`config.mk`:
```
export PLATFORM = sky130hd
export DESIGN_NAME = block_padding_appender_core
export DESIGN_NICKNAME = d
export VERILOG_FILES = /design/src/design/bpa_pkg.sv /design/src/design/bpa_cfg_regs.sv /design/src/design/bpa_pad_engine.sv /design/src/design/bpa_out_reg.sv /design/src/design/block_padding_appender_core.sv
export VERILOG_INCLUDE_DIRS = /design/src /design/src/design
export SDC_FILE = /design/constraint.sdc
export NUM_CORES = 1
export LEC_CHECK = 0
export CORE_ASPECT_RATIO = 1.2
export CORE_MARGIN = 3
export CORE_UTILIZATION = 54
export DETAILED_ROUTE_END_ITERATION = 10
export DONT_BUFFER_PORTS = 1
export GPL_ROUTABILITY_DRIVEN = 0
export GPL_TIMING_DRIVEN = 0
export PLACE_DENSITY_LB_ADDON = 0.2
export SLEW_MARGIN = 40
export SYNTH_ARGS = -nofsm -noshare
export SYNTH_HDL_FRONTEND = slang
export SYNTH_SLANG_ARGS = --single-unit
export TNS_END_PERCENT = 30
```
`constraint.sdc`:
```
create_clock -name aclk -period 4.45 [get_ports aclk]
set_input_delay 1.335 -clock aclk [delete_from_list [all_inputs] [get_ports aclk]]
set_output_delay 1.335 -clock aclk [all_outputs]
set_load 0.01 [all_outputs]
```
`src/design/block_padding_appender_core_macros.svh`:
```
// ----------------------------------------------------------------------------
// Block padding appender assertion macros
// Concurrent check helpers clocked on aclk and disabled during reset.
// ----------------------------------------------------------------------------
`ifndef BLOCK_PADDING_APPENDER_CORE_MACROS_SVH
`define BLOCK_PADDING_APPENDER_CORE_MACROS_SVH
`ifndef SYNTH
// property must hold at every edge out of reset
`define BPA_ASSERT(label, prop) \
    label: assert property (@(posedge aclk) disable iff (!aresetn) (prop)) \
        else $error("bpa assertion failed");
// consequent must hold in the cycle after the antecedent
`define BPA_ASSERT_NEXT(label, ante, cons) \
    label: assert property (@(posedge aclk) disable iff (!aresetn) (ante) |=> (cons)) \
        else $error("bpa assertion failed");
`else
`define BPA_ASSERT(label, prop)
`define BPA_ASSERT_NEXT(label, ante, cons)
`endif
`endif

```
`src/design/bpa_pkg.sv`:
```
// ----------------------------------------------------------------------------
// Block padding appender package
// Shared widths, constants and the structs passed between the submodules.
// ----------------------------------------------------------------------------
package bpa_pkg;

    localparam int SIZE_W = 9;
    localparam int POS_W  = 8;
    localparam int BYTE_W = 8;

    // largest pad and the marker used by a full 256-byte pad
    localparam logic [SIZE_W-1:0] FULL_BLOCK = 9'd256;
    localparam logic [BYTE_W-1:0] MARK_BYTE  = 8'hff;

    // item kind carried on tuser
    typedef enum logic {
        CMD_MESSAGE = 1'b0,
        CMD_PAD     = 1'b1
    } cmd_t;

    // register indexes, one 32-bit word each
    typedef enum logic [1:0] {
        REG_BLOCK_SIZE  = 2'd0,
        REG_RANDOM_FILL = 2'd1,
        REG_FILL_BYTE   = 2'd2,
        REG_SPARE       = 2'd3
    } reg_index_t;

    // live configuration
    typedef struct packed {
        logic [SIZE_W-1:0] block_size;
        logic              random_fill;
        logic [BYTE_W-1:0] fill_byte;
    } cfg_t;

    // result produced by one accepted item
    typedef struct packed {
        logic              valid;
        logic [BYTE_W-1:0] out_byte;
        logic              out_last;
    } result_t;

endpackage

```
`src/design/bpa_cfg_regs.sv`:
```
// ----------------------------------------------------------------------------
// Block padding appender configuration registers
// APB register file holding block size, fill mode and fixed fill byte.
// ----------------------------------------------------------------------------
module bpa_cfg_regs (
    input  logic          aclk,
    input  logic          aresetn,
    input  logic          psel,
    input  logic          penable,
    input  logic          pwrite,
    input  logic [3:0]    paddr,
    input  logic [31:0]   pwdata,
    output logic [31:0]   prdata,
    output logic          pready,
    output bpa_pkg::cfg_t cfg
);

    bpa_pkg::cfg_t       cfg_reg;
    bpa_pkg::reg_index_t index;
    logic                wr_en;

    assign index  = bpa_pkg::reg_index_t'(paddr[3:2]);
    assign wr_en  = psel && penable && pwrite;
    assign pready = 1'b1;
    assign cfg    = cfg_reg;

    // register writes
    always_ff @(posedge aclk) begin
        if (!aresetn) begin
            cfg_reg.block_size  <= 9'd16;
            cfg_reg.random_fill <= 1'b0;
            cfg_reg.fill_byte   <= 8'd0;
        end else if (wr_en) begin
            unique case (index)
                bpa_pkg::REG_BLOCK_SIZE:  cfg_reg.block_size  <= pwdata[8:0];
                bpa_pkg::REG_RANDOM_FILL: cfg_reg.random_fill <= pwdata[0];
                bpa_pkg::REG_FILL_BYTE:   cfg_reg.fill_byte   <= pwdata[7:0];
                default: ;
            endcase
        end
    end

    // read mux
    always_comb begin
        prdata = 32'd0;
        unique case (index)
            bpa_pkg::REG_BLOCK_SIZE:  prdata = {23'd0, cfg_reg.block_size};
            bpa_pkg::REG_RANDOM_FILL: prdata = {31'd0, cfg_reg.random_fill};
            bpa_pkg::REG_FILL_BYTE:   prdata = {24'd0, cfg_reg.fill_byte};
            default:                  prdata = 32'd0;
        endcase
    end

endmodule

```
`src/design/bpa_pad_engine.sv`:
```
// ----------------------------------------------------------------------------
// Block padding appender pad engine
// Block position counter, pad length tracking and result byte selection.
// ----------------------------------------------------------------------------
`include "block_padding_appender_core_macros.svh"

module bpa_pad_engine (
    input  logic             aclk,
    input  logic             aresetn,
    input  logic             item_fire,
    input  logic             cmd,
    input  logic [7:0]       data_byte,
    input  logic [7:0]       random_byte,
    input  bpa_pkg::cfg_t    cfg,
    output bpa_pkg::result_t result
);

    logic [bpa_pkg::POS_W-1:0]  pos_reg,    pos_next;
    logic                       active_reg, active_next;
    logic [bpa_pkg::SIZE_W-1:0] total_reg,  total_next;
    logic [bpa_pkg::SIZE_W-1:0] rem_reg,    rem_next;

    logic [bpa_pkg::SIZE_W-1:0] size;
    logic [bpa_pkg::SIZE_W-1:0] pos_ext;
    logic [bpa_pkg::SIZE_W-1:0] pos_inc;
    logic [bpa_pkg::SIZE_W-1:0] start_total;
    logic [bpa_pkg::SIZE_W-1:0] eff_total;
    logic [bpa_pkg::SIZE_W-1:0] eff_rem;
    logic [bpa_pkg::BYTE_W-1:0] filler;
    logic                       full_pad;

    // saturated block size and the pad length a new pad would take
    assign size        = (cfg.block_size > bpa_pkg::FULL_BLOCK) ? bpa_pkg::FULL_BLOCK
                                                                 : cfg.block_size;
    assign pos_ext     = {1'b0, pos_reg};
    assign pos_inc     = pos_ext + 9'd1;
    assign start_total = (pos_ext < size) ? (size - pos_ext) : size;
    assign eff_total   = active_reg ? total_reg : start_total;
    assign eff_rem     = active_reg ? rem_reg : start_total;
    assign full_pad    = (eff_total == bpa_pkg::FULL_BLOCK);
    assign filler      = cfg.random_fill ? random_byte : cfg.fill_byte;

    // next state and result for the item on the input
    always_comb begin
        pos_next        = pos_reg;
        active_next     = active_reg;
        total_next      = total_reg;
        rem_next        = rem_reg;
        result.valid    = 1'b0;
        result.out_byte = data_byte;
        result.out_last = 1'b0;
        if (cmd == bpa_pkg::CMD_MESSAGE) begin
            if (!active_reg) begin
                result.valid = 1'b1;
                if ((size == 9'd0) || (pos_inc >= size)) begin
                    pos_next = '0;
                end else begin
                    pos_next = pos_inc[bpa_pkg::POS_W-1:0];
                end
            end
        end else if (active_reg || (size != 9'd0)) begin
            result.valid = 1'b1;
            total_next   = eff_total;
            if (eff_rem == 9'd1) begin
                // final byte carries the pad length, or the marker for a full 256-byte pad
                result.out_byte = full_pad ? bpa_pkg::MARK_BYTE : eff_total[7:0];
                result.out_last = 1'b1;
                active_next     = 1'b0;
                rem_next        = '0;
                pos_next        = '0;
            end else begin
                result.out_byte = ((eff_rem == 9'd2) && full_pad) ? bpa_pkg::MARK_BYTE
                                                                   : filler;
                active_next     = 1'b1;
                rem_next        = eff_rem - 9'd1;
            end
        end
    end

    // state registers
    always_ff @(posedge aclk) begin
        if (!aresetn) begin
            pos_reg    <= '0;
            active_reg <= 1'b0;
            total_reg  <= '0;
            rem_reg    <= '0;
        end else if (item_fire) begin
            pos_reg    <= pos_next;
            active_reg <= active_next;
            total_reg  <= total_next;
            rem_reg    <= rem_next;
        end
    end

    // pad bookkeeping checks
    `BPA_ASSERT(a_rem_within_total, !active_reg || ((rem_reg != 9'd0) && (rem_reg <= total_reg)))
    `BPA_ASSERT(a_idle_rem_clear, active_reg || (rem_reg == 9'd0))
    `BPA_ASSERT_NEXT(a_last_clears, item_fire && result.valid && result.out_last,
                     !active_reg && (pos_reg == 8'd0))

endmodule

```
`src/design/bpa_out_reg.sv`:
```
// ----------------------------------------------------------------------------
// Block padding appender output register
// Holds one result for the master side and frees the input while it drains.
// ----------------------------------------------------------------------------
`include "block_padding_appender_core_macros.svh"

module bpa_out_reg (
    input  logic             aclk,
    input  logic             aresetn,
    input  logic             load,
    input  bpa_pkg::result_t result,
    input  logic             m_tready,
    output logic             take_ready,
    output logic             m_tvalid,
    output logic [7:0]       m_tdata,
    output logic             m_tlast
);

    logic       valid_reg, valid_next;
    logic [7:0] data_reg;
    logic       last_reg;

    // new item fits when the slot is empty or being drained this cycle
    assign take_ready = !valid_reg || m_tready;

    always_comb begin
        valid_next = valid_reg;
        if (load) begin
            valid_next = result.valid;
        end else if (m_tready) begin
            valid_next = 1'b0;
        end
    end

    // valid flag
    always_ff @(posedge aclk) begin
        if (!aresetn) begin
            valid_reg <= 1'b0;
        end else begin
            valid_reg <= valid_next;
        end
    end

    // payload
    always_ff @(posedge aclk) begin
        if (load && result.valid) begin
            data_reg <= result.out_byte;
            last_reg <= result.out_last;
        end
    end

    assign m_tvalid = valid_reg;
    assign m_tdata  = data_reg;
    assign m_tlast  = last_reg;

    // a produced result always shows up next cycle
    `BPA_ASSERT_NEXT(a_result_shown, load && result.valid, m_tvalid)
    `BPA_ASSERT_NEXT(a_empty_stays, !load && !m_tvalid, !m_tvalid)

endmodule

```
`src/design/block_padding_appender_core.sv`:
```
// ----------------------------------------------------------------------------
// Block padding appender core
// Appends ISO 10126 style padding (random or fixed fill) to a byte stream.
// ----------------------------------------------------------------------------
// Takes one byte transfer per clock unless m_tready back-pressure stalls it,
// and gives at most one result per transfer, in the cycle after acceptance.
// Unstalled throughput is one byte per cycle: the pad length is 9-bit subtract
// and compare logic ahead of the output register, which lets a new transfer
// in whenever it is empty or being drained. Message bytes (tuser 0) pass
// through; pad steps (tuser 1) emit pad bytes, the final one carrying tlast.
// Message bytes during padding and pad steps with nothing to pad produce no output transfer.
module block_padding_appender_core (
    input  logic        aclk,
    input  logic        aresetn,
    // configuration port
    input  logic        psel,
    input  logic        penable,
    input  logic        pwrite,
    input  logic [3:0]  paddr,
    input  logic [31:0] pwdata,
    output logic [31:0] prdata,
    output logic        pready,
    // input stream
    input  logic        s_tvalid,
    output logic        s_tready,
    input  logic [15:0] s_tdata,   // [7:0] data_byte, [15:8] random_byte
    input  logic        s_tuser,   // [0] cmd
    // result stream
    output logic        m_tvalid,
    input  logic        m_tready,
    output logic [7:0]  m_tdata,   // [7:0] out_byte
    output logic        m_tlast
);

    bpa_pkg::cfg_t    cfg;
    bpa_pkg::result_t result;
    logic             item_fire;

    assign item_fire = s_tvalid && s_tready;

    bpa_cfg_regs u_cfg_regs (
        .aclk    (aclk),
        .aresetn (aresetn),
        .psel    (psel),
        .penable (penable),
        .pwrite  (pwrite),
        .paddr   (paddr),
        .pwdata  (pwdata),
        .prdata  (prdata),
        .pready  (pready),
        .cfg     (cfg)
    );

    bpa_pad_engine u_pad_engine (
        .aclk        (aclk),
        .aresetn     (aresetn),
        .item_fire   (item_fire),
        .cmd         (s_tuser),
        .data_byte   (s_tdata[7:0]),
        .random_byte (s_tdata[15:8]),
        .cfg         (cfg),
        .result      (result)
    );

    bpa_out_reg u_out_reg (
        .aclk       (aclk),
        .aresetn    (aresetn),
        .load       (item_fire),
        .result     (result),
        .m_tready   (m_tready),
        .take_ready (s_tready),
        .m_tvalid   (m_tvalid),
        .m_tdata    (m_tdata),
        .m_tlast    (m_tlast)
    );

endmodule
```
==> results of run 1 <==
## power by group
group | switching [W] | total (W) | internal, W
logic | 0.000169 | 0.000277 | 0.000108
registers | 0.0000197 | 0.000553 | 0.000533
clock network | 0.000177 | 0.000291 | 0.000114
## cell usage in the layout, fill, tap and decap left out, types with 19 or more instances in the layout
| cell | synthesis | routed |
|---|---|---|
| a21oi_1 | 30 | 30 |
| nor2_1 | 66 | 66 |
| nand3_1 | 19 | 19 |
| ha_1 | 21 | 21 |
| dfxtp_1 | 46 | 45 |
| inv_1 | 28 | 28 |
| buf_4 | 24 | 24 |
| mux2i_1 | 39 | 39 |
| nand2_1 | 29 | 27 |
| conb_1 | 2 | 24 |
## cells in the mapped netlist, types with 4 or more instances
master,number,area (um^2)
nor2_1,66,248
edfxtp_1,9,270
nor2b_1,5,31.3
a211oi_1,6,45.0
a21oi_1,30,150
a21o_1,4,30.0
o21ai_0,16,80.1
xnor2_1,8,70.1
inv_1,28,105
nand2_1,29,109
a221oi_2,4,60.1
and3_1,8,50.1
ha_1,21,263
mux2i_1,39,390
nand2b_1,12,75.1
buf_4,24,180
o21ai_1,4,20.0
nor3_1,4,20.0
clkbuf_1,15,56.3
dfxtp_1,46,921
nand3_1,19,95.1
a31oi_1,10,62.6
nor3b_1,4,30.0
a221oi_1,5,43.8
## logic make-up after synthesis
family,count (synthesis)
AO/OA/AOI/OAI,111
XOR/XNOR,11
adder cells (fa/ha/maj),22
buffers and inverters,74
flip-flops,55
multiplexers,40
other,2
AND/OR/NAND/NOR,165
## layout make-up
class | count | share of cell area
clock inverters | 2 | 0.00379
plain buffers | 44 | 0.0617
well taps | 87 | 0.0253
repair buffers | 1 | 0.00466
clock buffers | 6 | 0.0169
inverters | 29 | 0.0256
multi-input cells | 373 | 0.584
flip-flops and latches | 55 | 0.278
## routing by layer
layer / GRT usage / wire length [um] / vias to the layer above
met5: 0 / 0 / -
met4: 0.0731 / 251 / 0
met3: 0.0468 / 701 / 22
met2: 0.420 / 4860 / 135
met1: 0.299 / 4210 / 1676
li1: - / - / 1731
## tightest hold or removal path, delay by kind of cell, from the launching register on
family          cells  cell delay (ps)
flops               1              320
compound gates      1               50
simple gates        1               60
## stage by stage
step | power, W | hold WS [ps]
finish | 0.00112 | 471
global placement | 0.000828 | 441
global route | 0.00117 | 488
floorplan | 0.000777 | 429
CTS | 0.00111 | 462
detailed placement | 0.000832 | 448
## worst max-delay path by stage
stage,start,to,slack [ps]
after floorplan,u_cfg_regs.cfg[17],u_out_reg.m_tdata[0],530
after global placement,u_cfg_regs.cfg[17],u_out_reg.m_tdata[1],-240
after detailed placement,u_cfg_regs.cfg[17],u_out_reg.m_tdata[1],-310
after CTS,u_cfg_regs.cfg[17],u_out_reg.m_tdata[1],160
after global routing,u_cfg_regs.cfg[17],u_out_reg.m_tdata[2],40
final,u_cfg_regs.cfg[17],u_out_reg.m_tdata[1],230
## repair_timing
action	4_1_cts	5_1_grt
hold buffers	0	0
pin swaps	0	1
buffers inserted	0	1
resized for setup	2	4
endpoints found under the setup margin	20	9
==> run metrics, run 1 <==
status complete, no violations; launching point of the worst reg2reg path u_cfg_regs.cfg[17]; Fin Clk Skew approximately 9.2 ps; synthesized instance count between 400 and 500; synthesized-area fraction occupied by adder cells 0.0709; WS Path Type reg2reg; router iterations before antenna repair 5; asr flop ratio synth 0; Critical Path Source Type register; Layout fillers around 660; final hold viol count 0; Final ANT Viol Nets 0; PwrDens 261 nW/um^2; layout cells sized above 1 0.110; hold path cells 2; initial antenna violation count 0; Critical Path Fanout Max 10; Worst setup EP type register; Finished Cell Area roughly 4300 um^2; Hold Crit Endpoint u_pad_engine.total_reg[6]; Worst slew margin 0.503; WL final 10000 um; Seq. cell area roughly 1200 um^2; R2R setup slack ~230 ps; total grt overflow 0; GRT Overall Usage 0.240; number of global-route vias before repair ~3400; global-route wire length before repair approximately 16000 um; Post-Synth Simple-Gate Area 0.204; worst path bufs/invs 6; fin crit period 4220 ps; mux cell area share after synthesis 0.102; area of the multi-input gates 2510 um^2; CTS sink cnt 55; post-synthesis cell area 3990 um^2; HP Class reg2reg; XOR/XNOR share of the synthesized area 0.0241; final-report max-slew violation count 0; Die ar. 8460 um^2; # rows 33; Max Cap Viol 0; number of synthesized flops with an enable pin 9; Synth Area in Compound Gates 0.204; Yosys Warn Count 0; hold wc startpoint u_pad_engine.total_reg[6]; final core utilization 0.612; final worst slack approximately 230 ps; CTS tree built; Worst Path Arrival 4330 ps; area of placed instances ~4200 um^2; R2R depth 18; Avg Cell Area, Syn 8.31 um^2; Final Non-Filler Cells 597; Layout Nets a little under 600; reg2reg end u_out_reg.m_tdata[1]; Clock Latency Late Sink 310 ps; area delta synth->final 7.68%; root buffer cell clkbuf_8; main combinational cell family by area after synthesis compound AO/OA/AOI/OAI gates; fmax around 0.24 GHz; Via Count 3564; Largest delay share family, worst path compound AO/OA/AOI/OAI gates; Antenna diodes 0; post-route setup TNS 0 ps; RSZ-0062 raised after global routing false; synthesized flop and latch total 55; Starting Density 0.568; Die Span X roughly 84 um; Setup violations, final 0; port buffer count 0; Slew @ Worst Pin between 700 and 800 ps; drt drc 0; Ports 104; Pleak about 1.9 nW; Inserted Clock Buffers 5; fin crit share 0.948; DP HPWL 7720 um; Placement Setup Slack -312 ps; placed cell count approximately 600; clk slew on worst S/H paths 110 ps; core region area ~7000 um^2; # H-tree levels 2; Worst path max stage delay 430 ps; routed length per instance ~17 um; Most used DFF post-synth dfxtp_1; Die Y 100 um; clock buffer depth 2; Worst VDD drop ~0.00022 V; max reg flops 18; Crit path depth 18; DR vias/cell just under 6; Req. time, crit path 4560 ps; post-synthesis sequential area ratio 0.299; slowest cell on the critical path dfxtp_4; largest net degree at the start of global routing 18; Distinct cells, synth 67; drt initial violations between 200 and 250; CP cell instances clkinv_2, nand2_1, inv_1, ha_1, nand3_1, a2111o_1, a21o_4, buf_6, a211o_1, o21ai_1, inv_1, ha_1, nand2_1, or3_1, buf_2, nor3_4, buf_12, a221oi_1
(Power assumes the default switching activity.)
==> run 2, diff against run 1 <==
--- a/config.mk
+++ b/config.mk
@@ -13,8 +13,9 @@
 export DONT_BUFFER_PORTS = 1
 export GPL_ROUTABILITY_DRIVEN = 0
 export GPL_TIMING_DRIVEN = 0
-export PLACE_DENSITY_LB_ADDON = 0.2
-export SLEW_MARGIN = 40
+export MAX_ROUTING_LAYER = met4
+export PLACE_DENSITY = 0.69
+export SLEW_MARGIN = 20
 export SYNTH_ARGS = -nofsm -noshare
 export SYNTH_HDL_FRONTEND = slang
 export SYNTH_SLANG_ARGS = --single-unit
==> run 2 against run 1 <==
Against the previous run:
- clock skew increased by 7.4 ps
- clock-buffer cell count is the same
- non-clock buffer count increased by 2
- routed wire length up 2.9%
- critical path depth is 4 lower
- first-iteration DRC count shrank 1.4%
- utilization grew 0.78 points
- sequential power about the same
- clock power rose by 9.6%
- flip-flop and latch count is the same
- sequential share of layout area down 0.35 points
- critical path type unchanged
- largest cell class unchanged
==> run metrics, run 2 (synthesized netlist as in run 1, its figures left out) <==
Worst setup EP type register; Worst slew margin 0.517 (+0.0137); global-route wire length before repair 17200 um (+4.0%); drt drc 0 (unchanged); Inserted Clock Buffers 5 (unchanged); clk slew on worst S/H paths 120 ps (about the same); net load switching power 0.000381 W (+4.0%); Clock Latency Late Sink 320 ps (about the same); Die Span X 84.5 um (unchanged); R2R depth 14 (-4); commonest cells after routing, fill and taps aside 66 x nor2_1, 45 x dfxtp_1, 39 x mux2i_1, 29 x a21oi_1, 28 x inv_1; max reg flops 18 (unchanged); Die ar. 8460 um^2 (unchanged); post-route setup TNS 0 ps (unchanged); number of global-route vias before repair 3433 (+1.3%); routed length per instance 17.2 um (+2.6%); total grt overflow 0 (unchanged); Fin Clk Skew 16.6 ps (+7.41 ps); combinational power share 0.245 (-0.002); Worst path max stage delay 500 ps (+70 ps); area delta synth->final 9.06%; commonest non-fill, non-tap cell in the layout nor2_1; Via Count 3519 (-1.3%); hold path cells 2 (unchanged); initial antenna violation count 0 (unchanged); Switching Fraction 0.329 (+0.00256); sequential share of power 0.479 (-0.014); Final Non-Filler Cells 599 (+0.34%); drt initial violations 217 (-1.4%); Setup violations, final 0 (unchanged); root buffer cell clkbuf_8; Tot Pwr 0.00116 W (+3.2%); router iterations before antenna repair 4 (-1); WS Path Type reg2reg; final hold viol count 0 (unchanged); Worst VDD drop 0.000203 V (-8.0%); Starting Density 0.568 (unchanged); layout cells sized above 1 0.125 (+0.0152); slowest cell on the critical path a2111o_1; DP HPWL 7940 um (+2.7%); Antenna diodes 0 (unchanged); fin crit period 4270 ps (+53.3 ps); Critical Path Fanout Max 9 (-1); CTS tree built; core region area 7020 um^2 (unchanged); placed cell count 589 (unchanged); final-report max-slew violation count 0 (unchanged); Req. time, crit path 4510 ps (-50 ps); largest net degree at the start of global routing 19 (+1); fin crit share 0.960 (+0.0120); R2R setup slack 180 ps (-50 ps); Layout Nets 593 (+0.34%); # rows 33 (unchanged); Die Y 100 um (unchanged); clock power share 0.276 (+0.016); Final ANT Viol Nets 0 (unchanged); Internal 0.000775 W (+2.8%); GRT Overall Usage 0.257 (+0.0174); Worst Hold Slack 475 ps (+4.07 ps); Pleak 1.88 nW (+1.3%); DR vias/cell 5.87 (-1.6%); Critical Path Source Type register; hold buffers post-CTS 0 (unchanged); port buffer count 0 (unchanged); Slew @ Worst Pin 720 ps (-20.9 ps); Ports 104 (unchanged); Max Cap Viol 0 (unchanged); PwrDens 266 nW/um^2 (+1.9%); status complete, no violations; clock buffer depth 2 (unchanged); CTS sink cnt 55 (unchanged); # H-tree levels 2 (unchanged); CP cell instances clkinv_2, nand2_1, inv_1, ha_1, nand3_1, a2111o_1, a21oi_2, nor3_1, a211oi_2, nand4_1, or3_1, buf_2, nor3_4, a221oi_1; fmax 0.234 GHz (-1.2%); WL final 10300 um (+2.9%); Worst Path Arrival 4340 ps (about the same); HP Class reg2reg
run 2: changes by cell type in the layout (fill, tap and decap cells not counted), sizes merged:
cell      change
buf           +2
clkinvlp      -1
clkinv        +1
run 2: path summary, 6_finish.rpt:
path	endpoint	startpoint
worst max-delay path	u_out_reg.m_tdata[3]	u_cfg_regs.cfg[17]
worst min-delay path	u_pad_engine.total_reg[6]	u_pad_engine.total_reg[6]
worst max register to register	u_out_reg.m_tdata[3]	u_cfg_regs.cfg[17]
worst min register to register	u_pad_engine.total_reg[6]	u_pad_engine.total_reg[6]
run 2: power by group through the flow:
stage	logic, W	registers (W)	clock network [W]
detailed placement	0.000269	0.000564	0
global route	0.000312	0.000557	0.000341
CTS	0.000272	0.000554	0.000322
global placement	0.000266	0.000565	0
floorplan	0.000219	0.000559	0
finish	0.000283	0.000554	0.000319
run 2: final cells by class:
class / count / area (um^2)
well taps: 87 / 109
multi-input cells: 373 / 2550
plain buffers: 44 / 265
flip-flops and latches: 55 / 1190
inverters: 29 / 110
clock inverters: 2 / 20.0
clock buffers: 6 / 82.6
fillers: 654 / 2670
repair buffers: 3 / 22.5
run 2: metrics by stage:
step,cell area (um^2),setup WS [ps],util
after global placement,4180,-367,0.596
after global routing,4350,-56.9,0.620
after floorplan,4070,530,-
final,4350,177,0.620
after detailed placement,4180,-416,0.596
after CTS,4290,128,0.611
run 2: critical path: cells and delay by family, from the launching register on:
kind,cells,cell delay [ps]
compound gates,4,1320
buf+inv,3,440
flops,1,430
simple gates,6,1470
fa+ha+maj,1,350
run 2: what timing repair did:
item | 4_1_cts | 5_1_grt
endpoints found under the hold margin | 0 | 0
pin swaps | 0 | 3
endpoints found under the setup margin | 24 | 16
setup buffers | 0 | 3
gates resized for setup | 3 | 10
run 2: layer usage:
layer  GRT usage  share of wire
met2       0.425           0.49
met1       0.333           0.43
met4      0.0670          0.019
met5           -              0
met3      0.0369          0.062
